[config.mk]
export PLATFORM = sky130hd
export DESIGN_NAME = tar_stream_deframer_top
export DESIGN_NICKNAME = d
export VERILOG_FILES = /design/src/rtl/tsd_pkg.sv /design/src/rtl/tar_stream_deframer_top.sv /design/src/rtl/tsd_parser.sv
export SDC_FILE = /design/constraint.sdc
export NUM_CORES = 1
export LEC_CHECK = 0
export ABC_AREA = 1
export BUFFER_PORTS_ARGS = -buffer_cell sky130_fd_sc_hd__buf_2
export CORE_AREA = 2 2 95 166
export CTS_BUF_LIST = sky130_fd_sc_hd__clkbuf_16
export DETAILED_ROUTE_END_ITERATION = 10
export DIE_AREA = 0 0 97 168
export PLACE_DENSITY_LB_ADDON = 0.15
export SLEW_MARGIN = 20
export SYNTH_ARGS = -nofsm -noshare
export SYNTH_HDL_FRONTEND = slang
export SYNTH_SLANG_ARGS = --single-unit
[constraint.sdc]
create_clock -name clk -period 4.35 [get_ports clk]
set_input_delay 0.435 -clock clk [delete_from_list [all_inputs] [get_ports clk]]
set_output_delay 0.435 -clock clk [all_outputs]
set_load 0.005 [all_outputs]
[src/rtl/tsd_pkg.sv]
package tsd_pkg;

    localparam int OFF_W  = 9;
    localparam int SIZE_W = 36;

    localparam logic [OFF_W-1:0] BLK_LAST  = 9'd511;
    localparam logic [OFF_W-1:0] SIZE_OFF  = 9'd124;
    localparam logic [OFF_W-1:0] SIZE_END  = 9'd135;
    localparam logic [OFF_W-1:0] TYPE_OFF  = 9'd156;

    localparam logic [7:0] CHR_NUL   = 8'h00;
    localparam logic [7:0] CHR_SPACE = 8'h20;
    localparam logic [7:0] CHR_ZERO  = 8'h30;
    localparam logic [7:0] CHR_SEVEN = 8'h37;

    // parser phase
    localparam logic [2:0] PH_HEAD = 3'd0;
    localparam logic [2:0] PH_BODY = 3'd1;
    localparam logic [2:0] PH_PAD  = 3'd2;
    localparam logic [2:0] PH_ZERO = 3'd3;
    localparam logic [2:0] PH_END  = 3'd4;

    // byte tag
    localparam logic [2:0] KIND_HEAD = 3'd0;
    localparam logic [2:0] KIND_BODY = 3'd1;
    localparam logic [2:0] KIND_PAD  = 3'd2;
    localparam logic [2:0] KIND_ZERO = 3'd3;
    localparam logic [2:0] KIND_END  = 3'd4;

    typedef struct packed {
        logic [7:0]        byte_out;
        logic [2:0]        kind;
        logic              entry_ready;
        logic [SIZE_W-1:0] entry_size;
        logic [7:0]        entry_type;
        logic              body_last;
        logic              archive_end;
        logic              stream_done;
        logic              status;
    } tsd_result_t;

endpackage

[src/rtl/tar_stream_deframer_top.sv]
// Tar stream deframer: takes an archive one byte per item and returns one result
// item per byte, tagging it as header, body data, padding, zero-led block or
// after-end, with the octal size and type flag on each header's last byte.
// Throughput is one byte per clock; each byte passes from acceptance to result
// through the input register, then the result register, with the state update
// of the parser between them. Backpressure on the result side stalls both
// stages; a new byte is still taken while a result waits if the input register
// is empty. An item with is_last set returns all state to reset, so the next
// byte starts a fresh archive.
module tar_stream_deframer_top (
    input  logic        clk,
    input  logic        rst_n,
    input  logic        in_valid,
    output logic        in_ready,
    input  logic [7:0]  data_byte,
    input  logic        is_last,
    output logic        out_valid,
    input  logic        out_ready,
    output logic [7:0]  byte_out,
    output logic [2:0]  kind,
    output logic        entry_ready,
    output logic [35:0] entry_size,
    output logic [7:0]  entry_type,
    output logic        body_last,
    output logic        archive_end,
    output logic        stream_done,
    output logic        status
);

    logic                 s1_valid_reg, s1_valid_next;
    logic [7:0]           s1_byte_reg;
    logic                 s1_last_reg;
    logic                 out_valid_reg, out_valid_next;
    tsd_pkg::tsd_result_t out_res_reg;
    tsd_pkg::tsd_result_t step_res;
    logic                 advance;
    logic                 step_en;

    assign advance  = !out_valid_reg || out_ready;
    assign in_ready = !s1_valid_reg || advance;
    assign step_en  = s1_valid_reg && advance;

    assign s1_valid_next  = in_ready ? in_valid : s1_valid_reg;
    assign out_valid_next = advance ? s1_valid_reg : out_valid_reg;

    tsd_parser u_parser (
        .clk       (clk),
        .rst_n     (rst_n),
        .step_en   (step_en),
        .data_byte (s1_byte_reg),
        .is_last   (s1_last_reg),
        .result    (step_res)
    );

    always_ff @(posedge clk or negedge rst_n)
    begin
        if (!rst_n)
        begin
            s1_valid_reg  <= 1'b0;
            out_valid_reg <= 1'b0;
        end
        else
        begin
            s1_valid_reg  <= s1_valid_next;
            out_valid_reg <= out_valid_next;
        end
    end

    always_ff @(posedge clk)
    begin
        if (in_valid && in_ready)
        begin
            s1_byte_reg <= data_byte;
            s1_last_reg <= is_last;
        end
        if (step_en)
            out_res_reg <= step_res;
    end

    assign out_valid   = out_valid_reg;
    assign byte_out    = out_res_reg.byte_out;
    assign kind        = out_res_reg.kind;
    assign entry_ready = out_res_reg.entry_ready;
    assign entry_size  = out_res_reg.entry_size;
    assign entry_type  = out_res_reg.entry_type;
    assign body_last   = out_res_reg.body_last;
    assign archive_end = out_res_reg.archive_end;
    assign stream_done = out_res_reg.stream_done;
    assign status      = out_res_reg.status;

    a_ready_kind: assert property (@(posedge clk) disable iff (!rst_n)
        (out_valid_reg && entry_ready) |-> (kind == tsd_pkg::KIND_HEAD))
        else $error("entry reported on a non-header byte");

    a_blast_kind: assert property (@(posedge clk) disable iff (!rst_n)
        (out_valid_reg && body_last) |-> (kind == tsd_pkg::KIND_BODY))
        else $error("body end flagged outside body");

    a_aend_kind: assert property (@(posedge clk) disable iff (!rst_n)
        (out_valid_reg && archive_end) |-> (kind == tsd_pkg::KIND_ZERO))
        else $error("archive end flagged outside a zero block");

    a_status_done: assert property (@(posedge clk) disable iff (!rst_n)
        (out_valid_reg && status) |-> stream_done)
        else $error("truncation status without end of stream");

    // a held result keeps the parser frozen
    a_stall_hold: assert property (@(posedge clk) disable iff (!rst_n)
        (out_valid_reg && !out_ready) |-> !step_en)
        else $error("parser stepped while result stalled");

endmodule

[src/rtl/tsd_parser.sv]
module tsd_parser (
    input  logic                 clk,
    input  logic                 rst_n,
    input  logic                 step_en,
    input  logic [7:0]           data_byte,
    input  logic                 is_last,
    output tsd_pkg::tsd_result_t result
);

    logic [2:0]                 phase_reg, phase_next;
    logic [tsd_pkg::OFF_W-1:0]  off_reg, off_next;
    logic [tsd_pkg::SIZE_W-1:0] acc_reg, acc_next;
    logic                       digit_reg, digit_next;
    logic                       stop_reg, stop_next;
    logic [7:0]                 type_reg, type_next;
    logic [tsd_pkg::SIZE_W-1:0] rem_reg, rem_next;
    logic                       az_reg, az_next;

    logic                       head_start;
    logic [2:0]                 cur_phase;
    logic [tsd_pkg::SIZE_W-1:0] cur_acc;
    logic                       cur_digit;
    logic                       cur_stop;
    logic [7:0]                 cur_type;
    logic                       cur_az;
    logic [tsd_pkg::OFF_W-1:0]  off_inc;
    logic [tsd_pkg::SIZE_W-1:0] rem_dec;
    logic                       is_octal;
    logic                       is_blank;

    assign off_inc  = off_reg + 9'd1;
    assign rem_dec  = (rem_reg != '0) ? rem_reg - 36'd1 : rem_reg;
    assign is_octal = data_byte inside {[tsd_pkg::CHR_ZERO:tsd_pkg::CHR_SEVEN]};
    assign is_blank = data_byte inside {tsd_pkg::CHR_NUL, tsd_pkg::CHR_SPACE};

    always_comb
    begin
        head_start = (phase_reg inside {tsd_pkg::PH_HEAD, tsd_pkg::PH_ZERO})
                     && (off_reg == '0);
        cur_phase  = head_start ? ((data_byte == 8'd0) ? tsd_pkg::PH_ZERO : tsd_pkg::PH_HEAD)
                                : phase_reg;
        cur_acc    = head_start ? '0   : acc_reg;
        cur_digit  = head_start ? 1'b0 : digit_reg;
        cur_stop   = head_start ? 1'b0 : stop_reg;
        cur_type   = head_start ? 8'd0 : type_reg;
        cur_az     = head_start ? 1'b1 : az_reg;

        phase_next = cur_phase;
        off_next   = off_reg;
        acc_next   = cur_acc;
        digit_next = cur_digit;
        stop_next  = cur_stop;
        type_next  = cur_type;
        rem_next   = rem_reg;
        az_next    = cur_az;

        result             = '0;
        result.byte_out    = data_byte;
        result.kind        = tsd_pkg::KIND_END;

        case (cur_phase)
            tsd_pkg::PH_ZERO:
            begin
                result.kind = tsd_pkg::KIND_ZERO;
                off_next    = off_inc;
                if (data_byte != 8'd0)
                    az_next = 1'b0;
                if (off_reg == tsd_pkg::BLK_LAST)
                begin
                    if (az_next)
                    begin
                        result.archive_end = 1'b1;
                        phase_next         = tsd_pkg::PH_END;
                    end
                    else
                        phase_next = tsd_pkg::PH_HEAD;
                end
            end
            tsd_pkg::PH_HEAD:
            begin
                result.kind = tsd_pkg::KIND_HEAD;
                off_next    = off_inc;
                if ((off_reg inside {[tsd_pkg::SIZE_OFF:tsd_pkg::SIZE_END]}) && !cur_stop)
                begin
                    // leading blanks skipped, a blank after a digit ends the field
                    if (is_blank)
                        stop_next = cur_digit;
                    else if (!is_octal)
                        stop_next = 1'b1;
                    else
                    begin
                        acc_next   = {cur_acc[tsd_pkg::SIZE_W-4:0], data_byte[2:0]};
                        digit_next = 1'b1;
                    end
                end
                if (off_reg == tsd_pkg::TYPE_OFF)
                    type_next = data_byte;
                if (off_reg == tsd_pkg::BLK_LAST)
                begin
                    result.entry_ready = 1'b1;
                    result.entry_size  = cur_acc;
                    result.entry_type  = cur_type;
                    if (cur_acc != '0)
                    begin
                        rem_next   = cur_acc;
                        phase_next = tsd_pkg::PH_BODY;
                    end
                end
            end
            tsd_pkg::PH_BODY:
            begin
                result.kind = tsd_pkg::KIND_BODY;
                off_next    = off_inc;
                rem_next    = rem_dec;
                if (rem_dec == '0)
                begin
                    result.body_last = 1'b1;
                    phase_next = (off_inc == '0) ? tsd_pkg::PH_HEAD : tsd_pkg::PH_PAD;
                end
            end
            tsd_pkg::PH_PAD:
            begin
                result.kind = tsd_pkg::KIND_PAD;
                off_next    = off_inc;
                if (off_inc == '0)
                    phase_next = tsd_pkg::PH_HEAD;
            end
            default:
            begin
                result.kind = tsd_pkg::KIND_END;
            end
        endcase

        if (is_last)
        begin
            result.stream_done = 1'b1;
            result.status      = phase_next inside {tsd_pkg::PH_BODY, tsd_pkg::PH_PAD};
            phase_next = tsd_pkg::PH_HEAD;
            off_next   = '0;
            acc_next   = '0;
            digit_next = 1'b0;
            stop_next  = 1'b0;
            type_next  = 8'd0;
            rem_next   = '0;
            az_next    = 1'b1;
        end
    end

    always_ff @(posedge clk or negedge rst_n)
    begin
        if (!rst_n)
        begin
            phase_reg <= tsd_pkg::PH_HEAD;
            off_reg   <= '0;
            acc_reg   <= '0;
            digit_reg <= 1'b0;
            stop_reg  <= 1'b0;
            type_reg  <= 8'd0;
            rem_reg   <= '0;
            az_reg    <= 1'b1;
        end
        else if (step_en)
        begin
            phase_reg <= phase_next;
            off_reg   <= off_next;
            acc_reg   <= acc_next;
            digit_reg <= digit_next;
            stop_reg  <= stop_next;
            type_reg  <= type_next;
            rem_reg   <= rem_next;
            az_reg    <= az_next;
        end
    end

    // body countdown only runs with a nonzero count
    a_body_rem: assert property (@(posedge clk) disable iff (!rst_n)
        (phase_reg == tsd_pkg::PH_BODY) |-> (rem_reg != '0))
        else $error("body phase with zero remaining count");

    // padding never starts on a block boundary
    a_pad_off: assert property (@(posedge clk) disable iff (!rst_n)
        (phase_reg == tsd_pkg::PH_PAD) |-> (off_reg != '0))
        else $error("padding phase at block offset zero");

    // after the end block the offset stays at a boundary
    a_end_off: assert property (@(posedge clk) disable iff (!rst_n)
        (phase_reg == tsd_pkg::PH_END) |-> (off_reg == '0))
        else $error("end phase with nonzero offset");

endmodule
; Yosys cells after proc, flatten, opt, wreduce, memory -nomap -nowiden
; Index checks and enable logic that the tools add are counted.
[word_totals]
regBits = 166
latchBits = 0
ramBits = 0
romBits = 0
in_bits = 13
out_inout_bits = 62
wordCells = 118
memories = 0
[classes]
addsub = 2
mul = 0
div_mod_pow = 0
magnitude_cmp = 4
n_eq_ne = 11
shift = 0
n_mux = 50
n_bitwise = 0
reduce_logical = 30
[op_table]
columns = operator, n
row1 = $mux 36, 10
row2 = $pmux 36 s2, 1
row3 = $reduce_bool 36->1, 2
row4 = $mux 45, 1
row5 = $logic_not 36->1, 1
row6 = $sub 36x1->36 const B, 1
row7 = $mux 8, 4
row8 = $mux 3, 8
row9 = $pmux 3 s4, 2
row10 = $mux 1, 19
row11 = $logic_not 9->1, 2
row12 = $mux 9, 2
row13 = $eq 3x2->1 const B, 4
row14 = $add 9x1->9 const B, 1
row15 = $eq 9x8->1 const B, 1
row16 = $eq 9x9->1 const B, 1
row17 = $ge 9x7->1 const B, 1
row18 = $le 9x8->1 const B, 1
row19 = $eq 8x6->1 const B, 1
row20 = $ge 8x6->1 const B, 1
row21 = $le 8x6->1 const B, 1
row22 = $logic_not 8->1, 1
row23 = $reduce_bool 2->1, 4
row24 = $reduce_bool 8->1, 1
row25 = other kinds (11), 26

; Logic depth before layout (Yosys ltp)
[logic_depth]
word_depth = 12
depth_mapped = 21
depth_no_buf = 21

; By module
; From an unflattened synthesis, not the netlist that was laid out.
[hier_totals]
cells_unflattened = 1121
area_unflattened_um2 = 9197.6
[modules_own_cells]
columns = mod, instances, cells_each, area_each_um2, seq_area_each_um2
row1 = tsd_parser, 1, 1040, 7030.5, 2378.5
row2 = tar_stream_deframer_top, 1, 81, 2167.1, 2122.0

; Least setup slack after synthesis
; OpenSTA, ideal clock, no wires.
[synth_path]
path_type = input -> register
start = input port out_ready
end = register out_res_reg, in the netlist archive_end (enable)
setup_ns = 0.448
arrival_time_ns = 2.556
required_ns = 3.902
setup_slack_ns = 1.345
stages = 5
path_buffers = 1
path_cell_list = inv_1 > nand2_1 > nand2_1 > clkinv_1 > clkbuf_1
[synth_between]
elab_chain_len = 2
[synth_lines]
columns = item, line_no
row1 = "start, declared", tar_stream_deframer_top.sv:18  ; input logic out_ready,
row2 = $logic_or 1x1->1, tar_stream_deframer_top.sv:39  ; assign advance = !out_valid_reg || out_ready;
row3 = $logic_and 1x1->1, tar_stream_deframer_top.sv:41  ; assign step_en = s1_valid_reg && advance;
row4 = named net step_en, tar_stream_deframer_top.sv:37  ; logic step_en;
row5 = "end signal, assigned", tar_stream_deframer_top.sv:77  ; out_res_reg <= step_res;
row6 = "end, declared", tar_stream_deframer_top.sv:34  ; tsd_pkg::tsd_result_t out_res_reg;
; The timed path passes the listed nets, and every way through them passes these cells.
; A chain may end at the register's enable or synchronous reset.

; Worst setup path after layout
[layout_path]
start = register u_parser.rem_reg[18] (netlist name)
end = register out_res_reg, in the netlist status (data pin)
[layout_between]
elab_chain_len = 7
word_cells_on_any_way = 9
cone_classes = add/sub (1) / eq/ne (2) / mux (3) / reduce/logical (3)
[layout_lines]
columns = item, line_no
row1 = "start, declared", tsd_parser.sv:16  ; logic [tsd_pkg::SIZE_W-1:0] rem_reg, rem_next;
row2 = "start signal, assigned", tsd_parser.sv:170  ; rem_reg <= rem_next;
row3 = $sub 36x1->36 or $reduce_bool 36->1 (tied branches), tsd_parser.sv:32  ; assign rem_dec = (rem_reg != '0) ? rem_reg - 36'd1 : rem_reg;
row4 = $mux 36 (*), tsd_parser.sv:32
row5 = $logic_not 36->1 (*), tsd_parser.sv:115  ; if (rem_dec == '0)
row6 = $mux 3 (*), tsd_parser.sv:115
row7 = $pmux 3 s4 (*), tsd_parser.sv:61  ; case (cur_phase)
row8 = $eq 3x1->1 or $eq 3x2->1 (tied branches), tsd_parser.sv:137  ; result.status = phase_next inside {tsd_pkg::PH_BODY, tsd_pkg::PH_PAD};
row9 = $reduce_bool 2->1 (*), tsd_parser.sv:137
; Every way passes the cells marked *; elsewhere a longest branch is shown, timed or not.

==> results.json <==
{
  "power_switching_share": 0.5342,
  "finalCritPeriodShare": 0.7973,
  "ant_nets": 0,
  "cp.arrival_ns": 3.67,
  "clock_skew_ns": 0.01292,
  "grt_pass1_wl_um": 45270,
  "synth_common_cells": "273 x nand2_1, 185 x nor2_1, 122 x inv_1",
  "portBuffers": 74,
  "gp_congestion": 1.021,
  "worst_path_most_repeated_cell": "nand2_1",
  "fin_crit_ns": 3.468,
  "syn_to_final_growth_pct": 10.01,
  "dr.pass1.iters": 7,
  "avgViaCountPerCell": 6.075,
  "rsz0062_at_grt": "no",
  "rows": 60,
  "synthCells": 1196,
  "antenna_found_initial": 0,
  "core_mm2": 0.01509,
  "cpPeakStageDelay_ns": 0.45,
  "cp_cell_sequence": "nor2_1 -> nand2_1 -> nor2_2 -> nand2_1 -> nor2_4 -> nand2_4 -> o21ai_0 -> nand2_1 -> nor2_1 -> nand2_1 -> nor2_1 -> nand3_1 -> nand2_1 -> a21oi_1 -> inv_1 -> nand2_1 -> nand2_1 -> nor2_2",
  "synth_top_cell_by_area": "dfrtp_1",
  "htree_levels": 4,
  "ios": 75,
  "tns_ns": 0,
  "rr_worst_depth": 18,
  "final_nets": 1265,
  "setup_viol": 0,
  "layout-drive-gt1-share": 0.1762,
  "die_x_um": 97,
  "cp_max_fo": 35,
  "cts-buffers-inserted": 17,
  "clk_latency_ns": 0.44,
  "dpl.hpwl_um": 20950,
  "seqPwrFrac": 0.252,
  "ys.flop_type": "dfrtp_1",
  "async_reset_ff_frac": 0.5843,
  "yosysSeqAreaShare": 0.4645,
  "synth.top_cell.area_share": 0.2480,
  "cts_tree": "built",
  "ys_ff_latch": 166,
  "grt_max_degree": 81,
  "postCtsSetupRepairBufs": 0,
  "relSlewSlack": 0.3720,
  "avgRoutedWirePerCell_um": 19.97,
  "placed_cell_area_mm2": 0.01007,
  "critPathSlowestCell": "dfrtp_1",
  "cp_top_family": "simple AND/OR/NAND/NOR gates",
  "initial_core_util": 0.6420,
  "cts_buffer_depth": 2,
  "syn_nets": 1214,
  "drcViolationCount": 0,
  "synth_edf_count": 69,
  "first_iter_violations": 850,
  "numClockSinks": 166,
  "clkTransAtPathRegs_ns": 0.08,
  "diodes": 0,
  "slew_violations": 0,
  "final_hold_viol_count": 0,
  "clock.fmax_mhz": 288.3,
  "status": "complete, no violations",
  "post-synth-top-count-cell": "nand2_1",
  "yosys.cell_types.count": 47,
  "syn_area_mm2": 0.009688,
  "grt-ovfl-total": 0,
  "worstMarginPinSlew_ns": 0.9420,
  "peakVddDrop_uv": 543.7,
  "die_area_mm2": 0.01630,
  "leakage_uw": 0.004738,
  "grtUsageTotal": 0.3595,
  "startpoint": "u_parser.rem_reg[18]",
  "crit_buf_inv": 1,
  "design_area_mm2": 0.01066,
  "ys_top_cells_by_area": "dfrtp_1 25%, edfxtp_1 21%, nand2_1 11%, nor2_1 7.2%, inv_1 4.7%",
  "p_comb_frac": 0.571,
  "p_int_uw": 3971,
  "p_sw_uw": 4554,
  "grt_pass1_vias": 8517,
  "end_kind": "register",
  "fp.dieH_um": 168,
  "routed_wirelength_um": 28880,
  "min_path_type": "input port to asynchronous set/reset pin",
  "post_cts_resized": 0,
  "critical_path_depth": 18,
  "postSynthAreaPerCell_um2": 8.100,
  "r2r_start": "u_parser.rem_reg[18]",
  "ys_warn_count": 0,
  "vias": 8785,
  "startpoint_type": "register",
  "power_density_mw_per_mm2": 799.9,
  "cts-root-buf": "clkbuf_16",
  "holdWs_ns": 0.1144,
  "crit_required_ns": 4.55,
  "maxCapViolations": 0,
  "pwr-share-clk": 0.177,
  "ctsHoldBuffers": 0,
  "path_class": "register to register"
}
-- worst paths after layout --
path	endpoint	slack (ns)
max	status	0.88
min	u_parser.off_reg[3]	0.11
max reg2reg	status	0.88
min reg2reg	u_parser.acc_reg[2]	0.49
max in group asynchronous	u_parser.az_reg	3.17
min in group clk	s1_byte_reg[6]	0.17
-- through the flow --
| step | worst slack, ns | power [uW] | utilization | instances |
|---|---|---|---|---|
| floorplan | 1.345 | 5699 | - | 1196 |
| global placement | 1.023 | 6841 | 0.6674 | 1414 |
| detailed placement | 0.9508 | 6896 | 0.6674 | 1414 |
| CTS | 0.9231 | 8406 | 0.7063 | 1446 |
| global route | 0.6568 | 9008 | 0.7063 | 1446 |
| finish | 0.8817 | 8526 | 0.7063 | 1446 |
-- routing by layer --
| metal | GRT usage | up-vias | share of wire |
|---|---|---|---|
| li1 | - | 4091 | - |
| met1 | 0.3872 | 4122 | 0.34 |
| met2 | 0.6434 | 445 | 0.52 |
| met3 | 0.05438 | 127 | 0.062 |
| met4 | 0.2449 | 0 | 0.075 |
| met5 | 0 | - | 0 |
-- power groups by stage --
stage / combinational, uW / clock, uW / sequential [uW]
6_report: 4870 / 1510 / 2150
4_1_cts: 4760 / 1510 / 2140
5_1_grt: 5270 / 1570 / 2170
3_5_place_dp: 4730 / 0 / 2170
2_1_floorplan: 3570 / 0 / 2130
3_3_place_gp: 4680 / 0 / 2160
-- cells in the final DEF, fill, tap and decap left out, types with 8 or more instances in the layout --
| cell | instances |
|---|---|
| a21oi_1 | 41 |
| nand3_1 | 37 |
| nand2_2 | 14 |
| nand2_1 | 273 |
| a31oi_1 | 16 |
| clkbuf_16 | 17 |
| dfrtp_1 | 96 |
| nand4_1 | 20 |
| inv_2 | 8 |
| o21ai_1 | 24 |
| nor3_1 | 21 |
| nor2_1 | 185 |
| buf_2 | 73 |
| o21ai_2 | 19 |
| edfxtp_1 | 69 |
| o2111ai_2 | 24 |
| xor2_1 | 14 |
| nor2_2 | 15 |
| o21ai_0 | 81 |
| nor2_4 | 9 |
| inv_1 | 122 |
| buf_4 | 8 |
| o22ai_1 | 19 |
-- cells by family (layout without fill, tap and decap cells) --
logic type                 count (synthesis)  in the layout  share of synthesized area
xor gates and xnor gates                  14             14                    0.01266
DFF                                      166            166                     0.4645
and+or+nand+nor                          587            587                     0.2628
AOI/OAI and AO/OA                        239            239                     0.1675
buffers and inverters                    185            249                    0.08601
adders and majority gates                  5              5                   0.006457
-- area by class of cell --
type                            instances  area [um2]
Sequential cell                       166        4501
Timing Repair Buffer                   83       465.4
Multi-Input combinational cell        845        4354
Fill cell                            1257        4432
Clock inverter                         15       161.4
Tap cell                              186       232.7
Clock buffer                           17       425.4
Inverter                              134       518.0
-- worst register-to-register path, stage by stage (launching register included) --
cell,delay [ns]
dfrtp_1,0.45
nor2_1,0.21
nand2_1,0.20
nor2_2,0.17
nand2_1,0.21
nor2_4,0.16
nand2_4,0.26
o21ai_0,0.45
nand2_1,0.12
nor2_1,0.15
nand2_1,0.06
nor2_1,0.17
nand3_1,0.21
nand2_1,0.11
a21oi_1,0.08
inv_1,0.07
nand2_1,0.05
nand2_1,0.07
nor2_2,0.04
Note: power is estimated with default switching activity, not from simulation.
